File: config.mk
export PLATFORM = sky130hd
export DESIGN_NAME = length_prefixed_frame_deframer_top_flat
export DESIGN_NICKNAME = d
export VERILOG_FILES = /design/src/design/lfd_pkg.sv /design/src/design/lfd_if.sv /design/src/design/lfd_store.sv /design/src/design/lfd_ctrl.sv /design/src/design/length_prefixed_frame_deframer_top.sv /design/src/flat_wrapper.sv
export SDC_FILE = /design/constraint.sdc
export NUM_CORES = 1
export LEC_CHECK = 0
export ABC_AREA = 1
export BUFFER_PORTS_ARGS = -buffer_cell sky130_fd_sc_hd__buf_4
export CORE_UTILIZATION = 44
export DETAILED_ROUTE_END_ITERATION = 8
export PLACE_DENSITY = 0.59
export SYNTH_ARGS = -nofsm -noshare
export SYNTH_HDL_FRONTEND = slang
export SYNTH_SLANG_ARGS = --single-unit
File: constraint.sdc
create_clock -name clk -period 11.79 [get_ports clk]
set_clock_uncertainty 0.2 [all_clocks]
set_input_delay 2.358 -clock clk [delete_from_list [all_inputs] [get_ports clk]]
set_output_delay 2.358 -clock clk [all_outputs]
set_load 0.1 [all_outputs]
File: src/design/lfd_pkg.sv
// Shared constants and types for the length-prefixed frame deframer.
// No dependencies; compiled first.
`default_nettype none

package lfd_pkg;

    // Field widths of the byte and frame channels
    localparam int LFD_BYTE_W  = 8;
    localparam int LFD_WORD_W  = 32;
    localparam int LFD_TLEN_W  = 7;
    localparam int LFD_CFG_W   = 7;
    localparam int LFD_HLEN_W  = 16;

    // Message header size in bytes
    localparam int LFD_HDR_BYTES = 4;

    // Default payload capacity and register reset value
    localparam int              LFD_MAX_PAYLOAD = 64;
    localparam logic [LFD_CFG_W-1:0] LFD_CFG_RESET = 7'd64;

    // Stream status codes
    localparam logic LFD_STATUS_OK      = 1'b0;
    localparam logic LFD_STATUS_CORRUPT = 1'b1;

    // Store port controls
    typedef struct packed {
        logic wr_en;
        logic rd_en;
    } lfd_mem_ctl_t;

endpackage : lfd_pkg

`default_nettype wire

File: src/design/lfd_if.sv
// Valid/ready channel interfaces: stream bytes in, frame words out.
// Depends on lfd_pkg for field widths.
`default_nettype none

interface lfd_byte_if;
    import lfd_pkg::*;

    logic                  valid;
    logic                  ready;
    logic [LFD_BYTE_W-1:0] data_byte;
    logic                  new_connection;

    modport source (output valid, output data_byte, output new_connection, input ready);
    modport sink   (input valid, input data_byte, input new_connection, output ready);
endinterface : lfd_byte_if

interface lfd_frame_if;
    import lfd_pkg::*;

    logic                  valid;
    logic                  ready;
    logic [LFD_WORD_W-1:0] frame_word;
    logic [LFD_TLEN_W-1:0] frame_total_len;
    logic                  last_word;
    logic                  stream_status;

    modport source (output valid, output frame_word, output frame_total_len,
                    output last_word, output stream_status, input ready);
    modport sink   (input valid, input frame_word, input frame_total_len,
                    input last_word, input stream_status, output ready);
endinterface : lfd_frame_if

`default_nettype wire

File: src/design/lfd_store.sv
// Message word store: one write port, one read port, registered read data.
// Depends on lfd_pkg for the port control struct.
`default_nettype none

module lfd_store #(
    parameter int DEPTH = 17,
    parameter int AW    = 5
) (
    input  wire                            clk,
    input  wire lfd_pkg::lfd_mem_ctl_t     ctl,
    input  wire [AW-1:0]                   waddr,
    input  wire [lfd_pkg::LFD_WORD_W-1:0]  wdata,
    input  wire [AW-1:0]                   raddr,
    output logic [lfd_pkg::LFD_WORD_W-1:0] rdata
);
    import lfd_pkg::*;

    logic [LFD_WORD_W-1:0] mem [DEPTH];

    // Write port
    always_ff @(posedge clk)
    begin
        if (ctl.wr_en)
        begin
            mem[waddr] <= wdata;
        end
    end

    // Read port, registered read data
    always_ff @(posedge clk)
    begin
        if (ctl.rd_en)
        begin
            rdata <= mem[raddr];
        end
    end

endmodule : lfd_store

`default_nettype wire

File: src/design/lfd_ctrl.sv
// Byte collection, header check and readout sequencer with output register.
// Depends on lfd_pkg and the channel interfaces in lfd_if.sv.
`default_nettype none

module lfd_ctrl #(
    parameter int MAX_PAYLOAD = 64,
    parameter int AW          = 5,
    parameter int CNT_W       = 7,
    parameter int LEN_W       = 7
) (
    input  wire                            clk,
    input  wire                            rst_n,
    lfd_byte_if.sink                       byte_in,
    lfd_frame_if.source                    frame_out,
    input  wire [lfd_pkg::LFD_CFG_W-1:0]   max_len,
    output lfd_pkg::lfd_mem_ctl_t          mem_ctl,
    output logic [AW-1:0]                  mem_waddr,
    output logic [lfd_pkg::LFD_WORD_W-1:0] mem_wdata,
    output logic [AW-1:0]                  mem_raddr,
    input  wire [lfd_pkg::LFD_WORD_W-1:0]  mem_rdata
);
    import lfd_pkg::*;

    typedef enum logic {
        ST_IDLE,
        ST_EMIT
    } state_t;

    // Registers
    state_t                state_reg,    state_next;
    logic [CNT_W-1:0]      cnt_reg,      cnt_next;
    logic [LEN_W-1:0]      len_reg,      len_next;
    logic                  broken_reg,   broken_next;
    logic [LFD_WORD_W-1:0] asm_reg,      asm_next;
    logic [AW-1:0]         rd_addr_reg,  rd_addr_next;
    logic [AW-1:0]         last_idx_reg, last_idx_next;
    logic [LFD_TLEN_W-1:0] tot_reg,      tot_next;
    logic                  rd_pend_reg,  rd_pend_next;
    logic                  rd_last_reg,  rd_last_next;
    logic                  ov_reg,       ov_next;
    logic [LFD_WORD_W-1:0] ow_reg,       ow_next;
    logic [LFD_TLEN_W-1:0] ol_reg,       ol_next;
    logic                  olast_reg,    olast_next;
    logic                  ost_reg,      ost_next;

    // Working signals
    logic                  slot_free;
    logic                  in_ready;
    logic                  take;
    logic [CNT_W-1:0]      pos;
    logic [CNT_W-1:0]      pos_inc;
    logic [1:0]            lane;
    logic                  eff_broken;
    logic [LFD_WORD_W-1:0] merged;
    logic [LFD_HLEN_W-1:0] hdr_len;
    logic                  hdr_bad;
    logic [CNT_W-1:0]      total;
    logic                  rd_issue;

    assign slot_free = !ov_reg || frame_out.ready;
    assign in_ready  = (state_reg == ST_IDLE) && !rd_pend_reg && slot_free;
    assign take      = byte_in.valid && in_ready;

    // Position of this byte; a new connection restarts the message
    assign pos        = byte_in.new_connection ? '0 : cnt_reg;
    assign eff_broken = byte_in.new_connection ? 1'b0 : broken_reg;
    assign pos_inc    = pos + CNT_W'(1);
    assign lane       = pos[1:0];
    assign merged     = ((lane == 2'd0) ? '0 : asm_reg)
                        | (LFD_WORD_W'(byte_in.data_byte) << {lane, 3'b000});

    // Header check when the fourth byte arrives; bytes 0 and 1 sit in asm_reg
    assign hdr_len = asm_reg[LFD_HLEN_W-1:0];
    assign hdr_bad = (hdr_len == '0)
                     || (hdr_len > LFD_HLEN_W'(max_len))
                     || (hdr_len > LFD_HLEN_W'(MAX_PAYLOAD));
    assign total   = CNT_W'(len_reg) + CNT_W'(LFD_HDR_BYTES);

    // One store read in flight; issue only when the output slot will be free
    assign rd_issue = (state_reg == ST_EMIT) && !rd_pend_reg && slot_free;

    always_comb
    begin
        state_next    = state_reg;
        cnt_next      = cnt_reg;
        len_next      = len_reg;
        broken_next   = broken_reg;
        asm_next      = asm_reg;
        rd_addr_next  = rd_addr_reg;
        last_idx_next = last_idx_reg;
        tot_next      = tot_reg;
        rd_pend_next  = 1'b0;
        rd_last_next  = rd_last_reg;
        ov_next       = ov_reg && !frame_out.ready;
        ow_next       = ow_reg;
        ol_next       = ol_reg;
        olast_next    = olast_reg;
        ost_next      = ost_reg;

        mem_ctl.wr_en = 1'b0;
        mem_ctl.rd_en = 1'b0;
        mem_waddr     = AW'(pos >> 2);
        mem_wdata     = merged;
        mem_raddr     = rd_addr_reg;

        // Store data returns: load the output slot
        if (rd_pend_reg)
        begin
            ov_next    = 1'b1;
            ow_next    = mem_rdata;
            ol_next    = tot_reg;
            olast_next = rd_last_reg;
            ost_next   = LFD_STATUS_OK;
        end

        // Incoming byte
        if (take)
        begin
            if (byte_in.new_connection)
            begin
                cnt_next    = '0;
                len_next    = '0;
                broken_next = 1'b0;
            end
            if (!eff_broken)
            begin
                asm_next = merged;
                cnt_next = pos_inc;
                if (lane == 2'd3)
                begin
                    mem_ctl.wr_en = 1'b1;
                end
                if (pos_inc == CNT_W'(LFD_HDR_BYTES))
                begin
                    if (hdr_bad)
                    begin
                        broken_next = 1'b1;
                        cnt_next    = '0;
                        len_next    = '0;
                        ov_next     = 1'b1;
                        ow_next     = '0;
                        ol_next     = '0;
                        olast_next  = 1'b1;
                        ost_next    = LFD_STATUS_CORRUPT;
                    end
                    else
                    begin
                        len_next = LEN_W'(hdr_len);
                    end
                end
                else if ((pos_inc > CNT_W'(LFD_HDR_BYTES)) && (pos_inc == total))
                begin
                    // Message complete: flush the last word and read it all out
                    mem_ctl.wr_en = 1'b1;
                    cnt_next      = '0;
                    len_next      = '0;
                    last_idx_next = AW'(pos >> 2);
                    tot_next      = LFD_TLEN_W'(total);
                    rd_addr_next  = '0;
                    state_next    = ST_EMIT;
                end
            end
        end

        // Readout of stored words
        if (rd_issue)
        begin
            mem_ctl.rd_en = 1'b1;
            rd_pend_next  = 1'b1;
            rd_last_next  = (rd_addr_reg == last_idx_reg);
            if (rd_addr_reg == last_idx_reg)
            begin
                state_next = ST_IDLE;
            end
            else
            begin
                rd_addr_next = rd_addr_reg + AW'(1);
            end
        end
    end

    // State and registered outputs
    always_ff @(posedge clk or negedge rst_n)
    begin
        if (!rst_n)
        begin
            state_reg    <= ST_IDLE;
            cnt_reg      <= '0;
            len_reg      <= '0;
            broken_reg   <= 1'b0;
            asm_reg      <= '0;
            rd_addr_reg  <= '0;
            last_idx_reg <= '0;
            tot_reg      <= '0;
            rd_pend_reg  <= 1'b0;
            rd_last_reg  <= 1'b0;
            ov_reg       <= 1'b0;
            ow_reg       <= '0;
            ol_reg       <= '0;
            olast_reg    <= 1'b0;
            ost_reg      <= LFD_STATUS_OK;
        end
        else
        begin
            state_reg    <= state_next;
            cnt_reg      <= cnt_next;
            len_reg      <= len_next;
            broken_reg   <= broken_next;
            asm_reg      <= asm_next;
            rd_addr_reg  <= rd_addr_next;
            last_idx_reg <= last_idx_next;
            tot_reg      <= tot_next;
            rd_pend_reg  <= rd_pend_next;
            rd_last_reg  <= rd_last_next;
            ov_reg       <= ov_next;
            ow_reg       <= ow_next;
            ol_reg       <= ol_next;
            olast_reg    <= olast_next;
            ost_reg      <= ost_next;
        end
    end

    assign byte_in.ready             = in_ready;
    assign frame_out.valid           = ov_reg;
    assign frame_out.frame_word      = ow_reg;
    assign frame_out.frame_total_len = ol_reg;
    assign frame_out.last_word       = olast_reg;
    assign frame_out.stream_status   = ost_reg;

endmodule : lfd_ctrl

`default_nettype wire

File: src/design/length_prefixed_frame_deframer_top.sv
// Top level of the length-prefixed frame deframer: config register, store, control.
// Depends on lfd_pkg, lfd_if.sv, lfd_store and lfd_ctrl.
//
//  channel    dir  handshake       payload
//  byte_in    in   valid/ready     data_byte[7:0], new_connection
//  frame_out  out  valid/ready     frame_word[31:0], frame_total_len[6:0],
//                                  last_word, stream_status
//  cfg        in   cfg_we          cfg_wdata[6:0] (max_payload_len)
//
// A stream byte is taken only when idle, with no store read pending and the
// output slot free. A completed message is read out of the store word by word
// (one read in flight on the read port) before the next byte is taken.
// Reset clears control state only; the store needs no clearing pass.
// A stalled frame_out holds its word; bytes are not taken during readout.
`default_nettype none

module length_prefixed_frame_deframer_top #(
    parameter int MAX_PAYLOAD = lfd_pkg::LFD_MAX_PAYLOAD
) (
    input  wire                          clk,
    input  wire                          rst_n,
    lfd_byte_if.sink                     byte_in,
    lfd_frame_if.source                  frame_out,
    input  wire                          cfg_we,
    input  wire [lfd_pkg::LFD_CFG_W-1:0] cfg_wdata
);
    import lfd_pkg::*;

    localparam int WORDS = (MAX_PAYLOAD + LFD_HDR_BYTES + 3) / 4;
    localparam int AW    = (WORDS > 1) ? $clog2(WORDS) : 1;
    localparam int CNT_W = $clog2(MAX_PAYLOAD + LFD_HDR_BYTES + 1);
    localparam int LEN_W = $clog2(MAX_PAYLOAD + 1);

    logic [LFD_CFG_W-1:0]  max_len_reg;
    lfd_mem_ctl_t          mem_ctl;
    logic [AW-1:0]         mem_waddr;
    logic [AW-1:0]         mem_raddr;
    logic [LFD_WORD_W-1:0] mem_wdata;
    logic [LFD_WORD_W-1:0] mem_rdata;

    // Configuration register
    always_ff @(posedge clk or negedge rst_n)
    begin
        if (!rst_n)
        begin
            max_len_reg <= LFD_CFG_RESET;
        end
        else if (cfg_we)
        begin
            max_len_reg <= cfg_wdata;
        end
    end

    lfd_store #(
        .DEPTH (WORDS),
        .AW    (AW)
    ) u_store (
        .clk   (clk),
        .ctl   (mem_ctl),
        .waddr (mem_waddr),
        .wdata (mem_wdata),
        .raddr (mem_raddr),
        .rdata (mem_rdata)
    );

    lfd_ctrl #(
        .MAX_PAYLOAD (MAX_PAYLOAD),
        .AW          (AW),
        .CNT_W       (CNT_W),
        .LEN_W       (LEN_W)
    ) u_ctrl (
        .clk       (clk),
        .rst_n     (rst_n),
        .byte_in   (byte_in),
        .frame_out (frame_out),
        .max_len   (max_len_reg),
        .mem_ctl   (mem_ctl),
        .mem_waddr (mem_waddr),
        .mem_wdata (mem_wdata),
        .mem_raddr (mem_raddr),
        .mem_rdata (mem_rdata)
    );

    // Store is never written and read in the same cycle
    a_no_rw_overlap: assert property (@(posedge clk) disable iff (!rst_n)
        !(mem_ctl.wr_en && mem_ctl.rd_en))
        else $error("store read and write in the same cycle");

    // No byte request is taken while a readout is in progress
    a_no_take_on_read: assert property (@(posedge clk) disable iff (!rst_n)
        (byte_in.valid && byte_in.ready) |-> !mem_ctl.rd_en)
        else $error("byte request taken during readout");

    // Every store read lands in the output slot: data back next cycle, slot after that
    a_read_lands: assert property (@(posedge clk) disable iff (!rst_n)
        mem_ctl.rd_en |-> ##2 (frame_out.valid && frame_out.stream_status == LFD_STATUS_OK))
        else $error("store read data not presented");

    // An error result is a bare last word with zero data and length
    a_error_shape: assert property (@(posedge clk) disable iff (!rst_n)
        (frame_out.valid && frame_out.stream_status == LFD_STATUS_CORRUPT)
        |-> (frame_out.last_word && frame_out.frame_word == '0
             && frame_out.frame_total_len == '0))
        else $error("malformed error result");

endmodule : length_prefixed_frame_deframer_top

`default_nettype wire
File: src/flat_wrapper.sv
// flat-port wrapper written by rule: the top's interface ports become plain ports
module length_prefixed_frame_deframer_top_flat import lfd_pkg::*;
#(
    parameter int MAX_PAYLOAD = lfd_pkg::LFD_MAX_PAYLOAD
)
  (clk, rst_n, cfg_we, cfg_wdata, byte_in_valid, byte_in_data_byte, byte_in_new_connection, byte_in_ready, frame_out_valid, frame_out_frame_word, frame_out_frame_total_len, frame_out_last_word, frame_out_stream_status, frame_out_ready);
  lfd_byte_if byte_in_i ();
  lfd_frame_if frame_out_i ();
  input  wire clk;
  input  wire rst_n;
  input  wire cfg_we;
  input  wire [lfd_pkg::LFD_CFG_W-1:0] cfg_wdata;
  input wire logic [$bits(byte_in_i.valid)-1:0] byte_in_valid;
  input wire logic [$bits(byte_in_i.data_byte)-1:0] byte_in_data_byte;
  input wire logic [$bits(byte_in_i.new_connection)-1:0] byte_in_new_connection;
  output wire logic [$bits(byte_in_i.ready)-1:0] byte_in_ready;
  output wire logic [$bits(frame_out_i.valid)-1:0] frame_out_valid;
  output wire logic [$bits(frame_out_i.frame_word)-1:0] frame_out_frame_word;
  output wire logic [$bits(frame_out_i.frame_total_len)-1:0] frame_out_frame_total_len;
  output wire logic [$bits(frame_out_i.last_word)-1:0] frame_out_last_word;
  output wire logic [$bits(frame_out_i.stream_status)-1:0] frame_out_stream_status;
  input wire logic [$bits(frame_out_i.ready)-1:0] frame_out_ready;
  assign byte_in_i.valid = byte_in_valid;
  assign byte_in_i.data_byte = byte_in_data_byte;
  assign byte_in_i.new_connection = byte_in_new_connection;
  assign byte_in_ready = byte_in_i.ready;
  assign frame_out_valid = frame_out_i.valid;
  assign frame_out_frame_word = frame_out_i.frame_word;
  assign frame_out_frame_total_len = frame_out_i.frame_total_len;
  assign frame_out_last_word = frame_out_i.last_word;
  assign frame_out_stream_status = frame_out_i.stream_status;
  assign frame_out_i.ready = frame_out_ready;
  length_prefixed_frame_deframer_top #(.MAX_PAYLOAD(MAX_PAYLOAD)) u_core (.clk(clk), .rst_n(rst_n), .byte_in(byte_in_i), .frame_out(frame_out_i), .cfg_we(cfg_we), .cfg_wdata(cfg_wdata));
endmodule
==> flow_metrics.py <==
metrics = {
    "status": {
        "status": "completed",
    },
    "setup_path": {
        "worst_path_max_delay_cell": "sky130_fd_sc_hd__nor2_4",
        "endpoint_kind": "flip-flop",
        "path_max_fanout": 32,
        "crit_path_frequent_cell": "sky130_fd_sc_hd__nand2_1",
        "critPathKind": "in2reg",
        "crit_arrival_ns": 6.25,
        "crit_path_start_kind": "input port",
        "critical-path-top-delay-family": "simple AND/OR/NAND/NOR gates",
        "path_cells": "buf_4 -> inv_2 -> nand2_1 -> inv_1 -> ha_1 -> nand2_1 -> nor2_1 -> nand3_1 -> nand3_1 -> nand2_1 -> nor2_1 -> nand4_4 -> o21ai_4 -> nand3_2 -> nor2_4",
        "cpPeakStageDelay_ns": 0.98,
        "required_time_worst_endpoint_ns": 11.81,
        "cp.buffers_inverters": 3,
    },
    "routing": {
        "detail-route-antenna-nets": 0,
        "drtIter0Drc": 1859,
        "detail_route.wirelength_mm": 71.57,
        "drt_first_pass_iters": 5,
        "detail_route.vias_per_cell": 5.663,
        "remaining_drc_errors": 0,
        "via_count": 17890,
        "drt-wirelength-per-cell_um": 22.65,
    },
    "final_layout": {
        "post_layout_net_count": 2297,
        "final_design_area_no_fill_mm2": 0.03171,
        "flip_flop_count_of_the_largest_register_all_copies_and_words_added": 544,
        "drive_above_1_share_pct": 13.57,
        "top_register": "u_core.u_store.mem",
        "areaGrowthSynthToFinish_pct": 14.24,
        "fin_cells": 3159,
    },
    "global_route": {
        "grt_antenna_before_repair": 5,
        "use_met2_pct": 37.19,
        "total_overflow_reported_by_the_global_router": 0,
        "grt_max_degree": 105,
        "use_met1_pct": 29.96,
        "grt.busiest_layer": "met2",
        "grt_util_all_layers_pct": 22.50,
        "vias_in_the_first_global_route": 17350,
        "grt_use_met3_pct": 3.865,
        "grt_first_pass_wirelength_mm": 106.9,
    },
    "power_and_ir_drop": {
        "p_per_area_mw_per_mm2": 247.2,
        "power.ir.vdd_worst_mv": 0.1342,
        "static-leakage-power_nw": 10.97,
        "design_power_total_mw": 7.839,
    },
    "floorplan": {
        "floorplan.die.width_um": 253.1,
        "initial_core_util_pct": 44.72,
        "design.core.area_mm2": 0.06205,
        "rows": 91,
        "die-area_mm2": 0.06408,
        "io-pin-count": 64,
        "die_h_um": 253.1,
    },
    "clock_network": {
        "clkTransAtPathRegs_ns": 0.06,
        "cts_repair_resize_count": 0,
        "cts_htree_levels": 3,
        "cts-root-buf": "sky130_fd_sc_hd__clkbuf_16",
        "numClockSinks": 692,
        "max-clock-path-buffers": 3,
        "insertion_delay_ns": 0.61,
        "cts_buffers": 74,
        "hold_buffers": 0,
        "postCtsSetupRepairBufs": 0,
        "clock_tree_from_tritoncts": "yes",
    },
    "sta": {
        "grt_setup_unrepaired": "no",
        "final_min_period_over_clock_period_pct": 52.85,
        "hold_violations": 0,
        "post-route-min-period_ns": 6.231,
        "totalNegativeSetupSlack_ns": 0,
        "worst_hold_slack_ns": 0.2933,
        "slew_viol_final": 0,
        "timing_worst_slew_pin_value_ns": 1.400,
        "timing.fmax_mhz": 160.5,
        "endpoints_failing_setup": 0,
        "relSlewSlack_pct": 6.673,
    },
    "synthesis": {
        "yosys.area.top_type": "sky130_fd_sc_hd__edfxtp_1",
        "syn-instance-count": 2218,
        "synth_largest_type_area_fraction_pct": 62.32,
        "post_synth.cell_area_avg_um2": 12.51,
        "edff_count_synth": 576,
        "syn_nets": 2251,
        "yosys_most_used_dff": "sky130_fd_sc_hd__edfxtp_1",
        "synth_most_common_cell": "sky130_fd_sc_hd__edfxtp_1",
        "synth_warnings": 0,
        "synth_cell_type_count": 40,
        "synth.area.top_cells": "sky130_fd_sc_hd__edfxtp_1, sky130_fd_sc_hd__dfrtp_1, sky130_fd_sc_hd__o21ai_0",
        "ys_async_sr_fraction_pct": 16.76,
        "synth-seq-area-share_pct": 72.79,
        "synth.ff_latch_count": 692,
        "post_synth_instance_area_mm2": 0.02775,
        "synth_common_cells": "sky130_fd_sc_hd__edfxtp_1, sky130_fd_sc_hd__nor2_1, sky130_fd_sc_hd__o21ai_0",
    },
    "placement": {
        "placed_cell_area_mm2": 0.02933,
        "post-place-cells": 3025,
        "place.port_buffers": 63,
        "placer_congestion": 0.8252,
        "half_perimeter_wire_length_after_placement_mm": 41.99,
    },
    "flow_run": {
        "maxCapViolations": 0,
    },
    "hold_path": {
        "timing.hold.worst.class": "reg2reg",
    },
}
-- power by group --
group          internal [mW]  leakage [nW]  switching (mW)
sequential              3.03          6.73           0.145
combinational          0.556          3.09            1.83
clock                   1.33          1.15           0.944
-- path summary, 6_finish.rpt --
| check | cells past startpoint | from | endpoint | slack (ns) |
|---|---|---|---|---|
| setup / recovery | 15 | byte_in_new_connection | u_core.u_store.mem[12][19] | 5.56 |
| hold / removal | 2 | u_core.u_ctrl.tot_reg[6] | u_core.u_ctrl.tot_reg[6] | 0.29 |
| setup reg to reg | 13 | u_core.u_ctrl.cnt_reg[1] | u_core.u_store.mem[12][19] | 6.35 |
| hold reg to reg | 2 | u_core.u_ctrl.tot_reg[6] | u_core.u_ctrl.tot_reg[6] | 0.29 |
| max in group asynchronous | 2 | rst_n | u_core.u_ctrl.mem_raddr[0] | 8.52 |
| min in group asynchronous | 1 | rst_n | u_core.u_ctrl.len_reg[1] | 1.47 |
-- tightest hold or removal path, stage by stage (launching register included) --
cell and delay, ns:
sky130_fd_sc_hd__dfrtp_1 0.33, sky130_fd_sc_hd__nand2_1 0.06, sky130_fd_sc_hd__o21ai_1 0.06
-- routing by layer --
layer | up-vias | part of all wire [%]
met5 | - | 0
met1 | 9009 | 42
li1 | 8204 | -
met4 | 0 | 3.0
met2 | 565 | 49
met3 | 111 | 6.2
-- logic make-up (layout without fill, tap and decap cells) --
group / Yosys count / after routing / synth area share [%]
AND/OR/NAND/NOR: 635 / 635 / 9.472
other: 0 / 1 / 0
flip-flops: 692 / 692 / 72.79
buffers and inverters: 265 / 368 / 3.760
multiplexers: 1 / 1 / 0.04057
XOR/XNOR: 8 / 8 / 0.2525
adder cells (fa/ha/maj): 12 / 12 / 0.5410
AO/OA/AOI/OAI: 605 / 605 / 13.15
-- cell type report --
class	instances	area, um2
Fill cell	5311	30350
Sequential cell	692	20210
Multi-Input combinational cell	1261	6775
Clock buffer	93	1987
Tap cell	837	1047
Timing Repair Buffer	109	822.0
Inverter	126	479.2
Clock inverter	40	382.9
Antenna cell	1	2.502
-- cells in the final DEF, fill, tap and decap left out, types with 3 or more instances in the layout --
cell	n
sky130_fd_sc_hd__a21oi_1	18
sky130_fd_sc_hd__a221oi_1	11
sky130_fd_sc_hd__a22oi_1	3
sky130_fd_sc_hd__a31oi_1	3
sky130_fd_sc_hd__a41oi_1	22
sky130_fd_sc_hd__buf_4	108
sky130_fd_sc_hd__bufinv_16	6
sky130_fd_sc_hd__clkbuf_1	16
sky130_fd_sc_hd__clkbuf_16	77
sky130_fd_sc_hd__clkinv_1	18
sky130_fd_sc_hd__clkinv_2	10
sky130_fd_sc_hd__clkinvlp_4	3
sky130_fd_sc_hd__dfrtp_1	112
sky130_fd_sc_hd__edfxtp_1	576
sky130_fd_sc_hd__ha_1	12
sky130_fd_sc_hd__inv_1	119
sky130_fd_sc_hd__inv_2	3
sky130_fd_sc_hd__inv_6	3
sky130_fd_sc_hd__nand2_1	196
sky130_fd_sc_hd__nand2_2	5
sky130_fd_sc_hd__nand3_1	42
sky130_fd_sc_hd__nand3_2	4
sky130_fd_sc_hd__nand4_1	7
sky130_fd_sc_hd__nor2_1	314
sky130_fd_sc_hd__nor2_2	4
sky130_fd_sc_hd__nor2_4	20
sky130_fd_sc_hd__o211ai_1	59
sky130_fd_sc_hd__o21ai_0	319
sky130_fd_sc_hd__o21ai_1	4
sky130_fd_sc_hd__o221ai_1	46
sky130_fd_sc_hd__o22ai_1	97
sky130_fd_sc_hd__o22ai_2	19
sky130_fd_sc_hd__or2_2	40
sky130_fd_sc_hd__xor2_1	6
-- through the flow --
step	utilization, %	setup WS [ns]
global placement	47.26	5.001
detailed placement	47.26	4.922
floorplan	-	4.732
global route	51.09	5.199
CTS	51.08	5.560
finish	51.09	5.559
(Power assumes the default switching activity.)
